<file path="src/sv/dns_name_validator_defines.svh">
// Assertion macros shared by the name validator RTL.
`ifndef DNS_NAME_VALIDATOR_DEFINES_SVH
`define DNS_NAME_VALIDATOR_DEFINES_SVH

`ifndef NO_ASSERTIONS
// Checked on every rising clock edge outside reset.
`define DNV_ASSERT(lbl, prop) \
  lbl: assert property (@(posedge clk) disable iff (rst) (prop)) \
    else $error("dns_name_validator: assertion failed");
// Checked on every rising clock edge, reset included.
`define DNV_ASSERT_ALWAYS(lbl, prop) \
  lbl: assert property (@(posedge clk) (prop)) \
    else $error("dns_name_validator: assertion failed");
`else
`define DNV_ASSERT(lbl, prop)
`define DNV_ASSERT_ALWAYS(lbl, prop)
`endif

`endif

</file>
<file path="src/sv/dnv_pkg.sv">
// Types, constants and helper functions for the DNS name validator.
`timescale 1ns / 1ps
`default_nettype none
package dnv_pkg;

  // status codes
  localparam logic [2:0] ST_VALID       = 3'd0;
  localparam logic [2:0] ST_BAD_LENGTH  = 3'd1;
  localparam logic [2:0] ST_BAD_CHAR    = 3'd2;
  localparam logic [2:0] ST_LEADING_DOT = 3'd3;
  localparam logic [2:0] ST_LONE_DOT    = 3'd4;
  localparam logic [2:0] ST_DOUBLE_DOT  = 3'd5;
  localparam logic [2:0] ST_BAD_LABEL   = 3'd6;

  // configuration register indexes
  localparam logic [1:0] CFG_MAX_NAME  = 2'd0;
  localparam logic [1:0] CFG_MAX_LABEL = 2'd1;

  localparam logic [7:0] MAX_NAME_RESET  = 8'd255;
  localparam logic [5:0] MAX_LABEL_RESET = 6'd63;

  localparam logic [8:0] NAME_SAT   = 9'd511;
  localparam logic [6:0] LABEL_SAT  = 7'd127;
  localparam logic [2:0] PREFIX_LEN = 3'd4;
  localparam logic [8:0] SHORT_LIMIT = 9'd4;

  localparam logic [7:0] CH_DOT   = 8'h2E;
  localparam logic [7:0] CH_DASH  = 8'h2D;
  localparam logic [7:0] CH_UNDER = 8'h5F;
  localparam logic [7:0] CH_X     = 8'h78;
  localparam logic [7:0] CH_N     = 8'h6E;

  typedef struct packed {
    logic [8:0] name_len;
    logic [6:0] label_len;
    logic       prev_dot;
    logic       first_dot;
    logic       bad_char;
    logic [2:0] scan_err;
    logic       top_bad;
    logic [2:0] prefix;
    logic [8:0] top_start;
  } dnv_state_t;

  localparam dnv_state_t STATE_CLEAR = '0;

  function automatic logic valid_byte(input logic [7:0] c);
    logic ok;
    ok = (c inside {[8'h41:8'h5A], [8'h61:8'h7A], [8'h30:8'h39]}) ||
         (c == CH_DOT) || (c == CH_DASH) || (c == CH_UNDER);
    return ok;
  endfunction

  // digit, hyphen or underscore
  function automatic logic label_char_bad(input logic [7:0] c);
    logic bad;
    bad = (c inside {[8'h30:8'h39]}) || (c == CH_DASH) || (c == CH_UNDER);
    return bad;
  endfunction

  // expected character at each position of the "xn--" prefix
  function automatic logic [7:0] xn_char(input logic [1:0] idx);
    logic [7:0] c;
    case (idx)
      2'd0:    c = CH_X;
      2'd1:    c = CH_N;
      default: c = CH_DASH;
    endcase
    return c;
  endfunction

  function automatic logic [2:0] judge(input dnv_state_t s,
                                       input logic [7:0] max_name,
                                       input logic [5:0] max_label);
    logic [2:0] st;
    if (s.name_len == 9'd0 || s.name_len > {1'b0, max_name}) begin
      st = ST_BAD_LENGTH;
    end else if (s.bad_char) begin
      st = ST_BAD_CHAR;
    end else if (s.first_dot) begin
      st = (s.name_len != 9'd1) ? ST_LEADING_DOT : ST_LONE_DOT;
    end else if (s.scan_err != ST_VALID) begin
      st = s.scan_err;
    end else if (s.label_len > {1'b0, max_label}) begin
      st = ST_BAD_LABEL;
    end else if (s.top_start > SHORT_LIMIT && s.prefix == PREFIX_LEN) begin
      st = ST_VALID;
    end else if (s.top_bad) begin
      st = ST_BAD_LABEL;
    end else begin
      st = ST_VALID;
    end
    return st;
  endfunction

endpackage
`default_nettype wire

</file>
<file path="src/sv/dnv_scan.sv">
// Per-name scan state: counters and flags updated by each character word.
`timescale 1ns / 1ps
`default_nettype none
module dnv_scan (
  input  wire logic              clk,
  input  wire logic              rst,
  input  wire logic              accept,
  input  wire logic [7:0]        char_code,
  input  wire logic              last,
  input  wire logic              empty_name,
  input  wire logic [5:0]        max_label_length,
  output dnv_pkg::dnv_state_t    taken,
  output logic                   done
);
  import dnv_pkg::*;

`include "dns_name_validator_defines.svh"

  dnv_state_t state;
  dnv_state_t state_next;
  logic [8:0] next_len;

  assign done = empty_name | last;

  // state as it stands once the current word's character is counted
  always_comb begin
    next_len = (state.name_len == NAME_SAT) ? NAME_SAT : state.name_len + 9'd1;
    taken = state;
    if (!empty_name) begin
      if (state.name_len == 9'd0 && char_code == CH_DOT) begin
        taken.first_dot = 1'b1;
      end
      if (!valid_byte(char_code)) begin
        taken.bad_char = 1'b1;
      end
      if (char_code == CH_DOT) begin
        if (state.scan_err == ST_VALID) begin
          if (state.prev_dot) begin
            taken.scan_err = ST_DOUBLE_DOT;
          end else if (state.label_len > {1'b0, max_label_length}) begin
            taken.scan_err = ST_BAD_LABEL;
          end
        end
        taken.label_len = 7'd0;
        taken.prefix    = 3'd0;
        taken.top_bad   = 1'b0;
        taken.top_start = next_len;
        taken.prev_dot  = 1'b1;
      end else begin
        // prefix only advances while every character so far has matched
        if (state.prefix < PREFIX_LEN &&
            state.label_len == {4'd0, state.prefix} &&
            char_code == xn_char(state.prefix[1:0])) begin
          taken.prefix = state.prefix + 3'd1;
        end
        if (label_char_bad(char_code)) begin
          taken.top_bad = 1'b1;
        end
        taken.label_len = (state.label_len == LABEL_SAT) ?
                          LABEL_SAT : state.label_len + 7'd1;
        taken.prev_dot = 1'b0;
      end
      taken.name_len = next_len;
    end
  end

  always_comb begin
    state_next = state;
    if (accept) begin
      state_next = done ? STATE_CLEAR : taken;
    end
  end

  always_ff @(posedge clk) begin
    if (rst) begin
      state <= STATE_CLEAR;
    end else begin
      state <= state_next;
    end
  end

  `DNV_ASSERT(a_prefix_range, state.prefix <= PREFIX_LEN)
  `DNV_ASSERT(a_prefix_in_label, {4'd0, state.prefix} <= state.label_len)
  `DNV_ASSERT(a_start_in_name, state.top_start <= state.name_len)

endmodule
`default_nettype wire

</file>
<file path="src/sv/dnv_result_buf.sv">
// Output register with one skid entry for status words.
`timescale 1ns / 1ps
`default_nettype none
module dnv_result_buf (
  input  wire logic       clk,
  input  wire logic       rst,
  input  wire logic       push,
  input  wire logic [2:0] push_status,
  output logic            can_push,
  output logic            result_valid,
  input  wire logic       result_ready,
  output logic [2:0]      status
);

`include "dns_name_validator_defines.svh"

  logic       out_valid;
  logic       out_valid_next;
  logic [2:0] out_data;
  logic       skid_valid;
  logic       skid_valid_next;
  logic [2:0] skid_data;
  logic       pop;

  assign pop          = out_valid & result_ready;
  assign can_push     = ~skid_valid;
  assign result_valid = out_valid;
  assign status       = out_data;

  always_comb begin
    out_valid_next  = out_valid;
    skid_valid_next = skid_valid;
    if (skid_valid) begin
      if (pop) begin
        skid_valid_next = 1'b0;
      end
    end else if (push) begin
      if (out_valid && !pop) begin
        skid_valid_next = 1'b1;
      end else begin
        out_valid_next = 1'b1;
      end
    end else if (pop) begin
      out_valid_next = 1'b0;
    end
  end

  always_ff @(posedge clk) begin
    if (rst) begin
      out_valid  <= 1'b0;
      skid_valid <= 1'b0;
    end else begin
      out_valid  <= out_valid_next;
      skid_valid <= skid_valid_next;
    end
  end

  // payload registers
  always_ff @(posedge clk) begin
    if (skid_valid) begin
      if (pop) begin
        out_data <= skid_data;
      end
    end else if (push) begin
      if (out_valid && !pop) begin
        skid_data <= push_status;
      end else begin
        out_data <= push_status;
      end
    end
  end

  `DNV_ASSERT(a_skid_behind_out, skid_valid |-> out_valid)
  `DNV_ASSERT_ALWAYS(a_no_push_when_full, !(push && skid_valid))

endmodule
`default_nettype wire

</file>
<file path="src/sv/dns_name_validator.sv">
// DNS name validator: one char word in per cycle while ready, one status word per name.
// Status is registered when the final word (last or empty_name) is taken.
// Throughput: one character word per cycle while the skid entry is free.
// A one-entry skid behind the output register keeps input flowing while a status waits.
// Reset clears the scan state and result buffer; limits return to 255 and 63.
`timescale 1ns / 1ps
`default_nettype none
module dns_name_validator (
  input  wire logic       clk,
  input  wire logic       rst,
  input  wire logic       cfg_valid,
  output logic            cfg_ready,
  input  wire logic [1:0] cfg_index,
  input  wire logic [7:0] cfg_data,
  input  wire logic       item_valid,
  output logic            item_ready,
  input  wire logic [7:0] char_code,
  input  wire logic       last,
  input  wire logic       empty_name,
  output logic            result_valid,
  input  wire logic       result_ready,
  output logic [2:0]      status
);
  import dnv_pkg::*;

  logic [7:0] max_name_length;
  logic [5:0] max_label_length;
  logic       accept;
  logic       done;
  logic       can_push;
  logic [2:0] status_calc;
  dnv_state_t taken;

  assign cfg_ready  = 1'b1;
  assign item_ready = can_push;
  assign accept     = item_valid & item_ready;

  always_ff @(posedge clk) begin
    if (rst) begin
      max_name_length  <= MAX_NAME_RESET;
      max_label_length <= MAX_LABEL_RESET;
    end else if (cfg_valid && cfg_ready) begin
      case (cfg_index)
        CFG_MAX_NAME:  max_name_length  <= cfg_data;
        CFG_MAX_LABEL: max_label_length <= cfg_data[5:0];
        default: ;
      endcase
    end
  end

  dnv_scan u_scan (
    .clk              (clk),
    .rst              (rst),
    .accept           (accept),
    .char_code        (char_code),
    .last             (last),
    .empty_name       (empty_name),
    .max_label_length (max_label_length),
    .taken            (taken),
    .done             (done)
  );

  assign status_calc = judge(taken, max_name_length, max_label_length);

  dnv_result_buf u_result_buf (
    .clk          (clk),
    .rst          (rst),
    .push         (accept & done),
    .push_status  (status_calc),
    .can_push     (can_push),
    .result_valid (result_valid),
    .result_ready (result_ready),
    .status       (status)
  );

endmodule
`default_nettype wire

</file>
<file path="config.mk">
export PLATFORM = sky130hd
export DESIGN_NAME = dns_name_validator
export DESIGN_NICKNAME = d
export VERILOG_FILES = /design/src/sv/dnv_pkg.sv /design/src/sv/dnv_scan.sv /design/src/sv/dnv_result_buf.sv /design/src/sv/dns_name_validator.sv
export VERILOG_INCLUDE_DIRS = /design/src /design/src/sv
export SDC_FILE = /design/constraint.sdc
export NUM_CORES = 1
export LEC_CHECK = 0
export ABC_CLOCK_PERIOD_IN_PS = 5700
export BUFFER_PORTS_ARGS = -buffer_cell sky130_fd_sc_hd__buf_2
export CAP_MARGIN = 20
export CORE_ASPECT_RATIO = 1.1
export CORE_MARGIN = 5
export CORE_UTILIZATION = 43
export DETAILED_ROUTE_END_ITERATION = 8
export HOLD_SLACK_MARGIN = 0.12
export SYNTH_ARGS = -nofsm -noshare
export SYNTH_HDL_FRONTEND = slang
export SYNTH_HIERARCHICAL = 1
export SYNTH_SLANG_ARGS = --single-unit
</file>
<file path="constraint.sdc">
create_clock -name clk -period 5.7 [get_ports clk]
set_input_delay 0.285 -clock clk [delete_from_list [all_inputs] [get_ports clk]]
set_output_delay 0.285 -clock clk [all_outputs]
set_load 0.02 [all_outputs]
</file>
==> results list <==
- Internal power comes to 0.698 mW.
- Dividing the final minimum period by the clock period gives 0.691.
* Effective utilization at floorplan: 0.439
- Total Die Area: between 0.01 and 0.015 mm^2
- Maximum number of pins on one net before global-route repair: 45
- Cell with the largest stage delay on the worst path: dfxtp_1
- Sinks on Clock Net: 57
- Between clock sinks in the finished design, the worst skew comes to 0.00894 ns.
* Number of buffers added by the clock tree synthesis step: 9
- After detailed placement, the design holds a cell count of 630.
- The critical path contains buffers and inverters numbering 0 combined.
- Measured against its own limit, the worst slew margin works out to 0.365.
- Post-placement setup slack: 1.85 ns
- Syn Inst Count: slightly above 500
- Overflow left after global routing: 0
* Buffers inserted during post-CTS setup optimization: 0
- PostCTS Resize Cnt: 0
- The critical path crosses 12 cells after its start point.
* Yosys warns: 6
- Final Wtd Congestion: approximately 0.89
- Syn Area/Cell: 8.16 um^2
- Crit path max fanout: 10
- At the worst endpoint, the required time is 5.79 ns.
- Grt met3 use: 0.0253
- Counting instances, the worst hold path has a depth of 2.
- Min cycle time layout: ~4 ns
- Final net count: 576
* Slowest stage delay, CP: 0.53 ns
* Outcome: completed
- Leaving out fill and tap cells, the most frequent cell in the layout is dfxtp_1.
- Psw: roughly 0.25 mW
- Using the TritonRoute via totals, the vias-per-cell ratio works out to roughly 6.1.
* Met1 routing resource usage after global routing: 0.286
- Row generation in the floorplan step produced 37 rows.
- Achievable frequency: around 250 MHz
* Sw frac: 0.263
- TritonCTS built the clock tree.
* Gr usage total: 0.206
- The first global-routing pass estimated 19000 um of wire.
- Once detail routing completed, the nets flagged for antenna violations numbered 0.
* Number of detailed-routing iterations run before antenna repair: 5
* DR DRC count: 0
* Filler-free cell count of the finished design: 646
* Core Box Area: 0.00940 mm^2
- Max-cap violations in this run came to 0.
- Mapped Area: 0.00413 mm^2
- Setup repair after global routing missed its margin: false
- Crit path cell chain: ha_1 > and3_1 > nand3_1 > a21oi_1 > a2bb2oi_1 > ha_1 > and3_1 > a221o_1 > a31o_1 > a221o_2 > a21o_2 > mux2_4
* Placed wire-length estimate: 8500 um
- Part of the power in combinational logic: 0.116
* CTS Hold Buffers Added: 0
- Across the VDD grid, the largest voltage drop is 112 uV.
- Leakage Power: 1.95 nW
- Final hold viol count: 0
* Htree depth: 3
- R2R depth: 12
* Antenna violations before repair: 0
- Synth Net Count: 558
- In this run the deepest clock path goes through 2 buffers.
- Vias after detailed routing: 3924
- Relative to the synthesized area, the layout overhead comes to 10.1%.
- Critical setup path kind: register to register
- Dividing total power by cell area gives a power density of 208 mW/mm^2.
* Post-detailed-routing wire length: around 12000 um
* Number of global-route vias before repair: ~3700
* Clk pin slew, worst setup/hold paths: 0.07 ns
- Slew at the pin with the worst max-slew slack: about 0.95 ns
* Leading cell types in the layout, fill and taps excluded: 51 x dfxtp_1, 43 x a21oi_1, 40 x nor2_1, 39 x nand2_1, 33 x inv_1
- Clock latency reported for the late side of the worst-skew pair: 0.34 ns
- Total design power: between 0.9 and 1 mW
* Number of design-rule violations left by the first detailed-router iteration: 264
- Setup total negative slack on the finished layout was measured at 0 ns.
* Inserted Diodes: 0
- Worst Slack Setup Final: between 1.5 and 2 ns
* Reg power frac: 0.444
- Clock tree synthesis selected as its root buffer the cell clkbuf_8.
* Arrival time worst endpoint: 4.03 ns
* Met2 track demand over resource: 0.329
- Broken down by cell family, the worst path's largest delay share belongs to compound AO/OA/AOI/OAI gates.
* Hold WC Path Type: input port to register
- IO Pins: 31
* Element type at the critical path end: register
- Per-cell routed wire length: 18.1 um
- Setup violations remaining at the end of the flow were counted as 0.
- In this run the tool buffered the top-level ports with 29 buffer cells.
* Proportion of layout cells with a drive suffix above 1: 0.151
- Fraction of power consumed by the clock network: 0.440
- The final max-slew violation count was 0.
* Die Height: 113 um
- Nature of the critical path startpoint: register
* Chip width: 103 um
- GRT busiest layer: met2
-- worst paths after layout --
path                    start                     end  slack (ns)
max          u_scan/state[26]  u_result_buf/status[0]        1.76
min               cfg_data[6]      max_name_length[6]        0.15
max reg2reg  u_scan/state[26]  u_result_buf/status[0]        1.76
min reg2reg   u_scan/state[3]         u_scan/state[3]        0.47
-- state kept, by name, indices dropped and copies added (netlist names) --
signal,count
max_label_length,6
max_name_length,8
u_result_buf/result_valid,1
u_result_buf/skid_data,3
u_result_buf/skid_valid,1
u_result_buf/status,3
u_scan/state,35
-- per-layer routing --
layer | up-vias | share of wire
met5 | - | 0
met4 | 0 | 0.012
met3 | 9 | 0.039
met2 | 101 | 0.48
met1 | 1876 | 0.47
li1 | 1938 | -
-- per-stage QoR --
stage / hold WS, ns / utilization / instance area [um^2]
2_1_floorplan: 0.363 / - / 4130
3_3_place_gp: 0.452 / 0.462 / 4340
3_5_place_dp: 0.458 / 0.462 / 4340
4_1_cts: 0.133 / 0.484 / 4550
5_1_grt: 0.146 / 0.484 / 4550
6_report: 0.147 / 0.484 / 4550
-- power groups by stage --
| stage | logic, mW | clock network (mW) | registers, mW |
|---|---|---|---|
| finish | 0.110 | 0.417 | 0.420 |
| global route | 0.121 | 0.442 | 0.421 |
| CTS | 0.109 | 0.426 | 0.420 |
| detailed placement | 0.109 | 0 | 0.429 |
| global placement | 0.107 | 0 | 0.429 |
| floorplan | 0.0707 | 0 | 0.430 |
-- layout make-up --
class	instances	area (um^2)
multi-input combinational	387	2680
fill	967	4850
clock inverter	6	82.6
inverter	36	135
sequential	57	1200
tap	117	146
timing repair buffer	33	175
clock buffer	10	128
(Power assumes the default switching activity.)
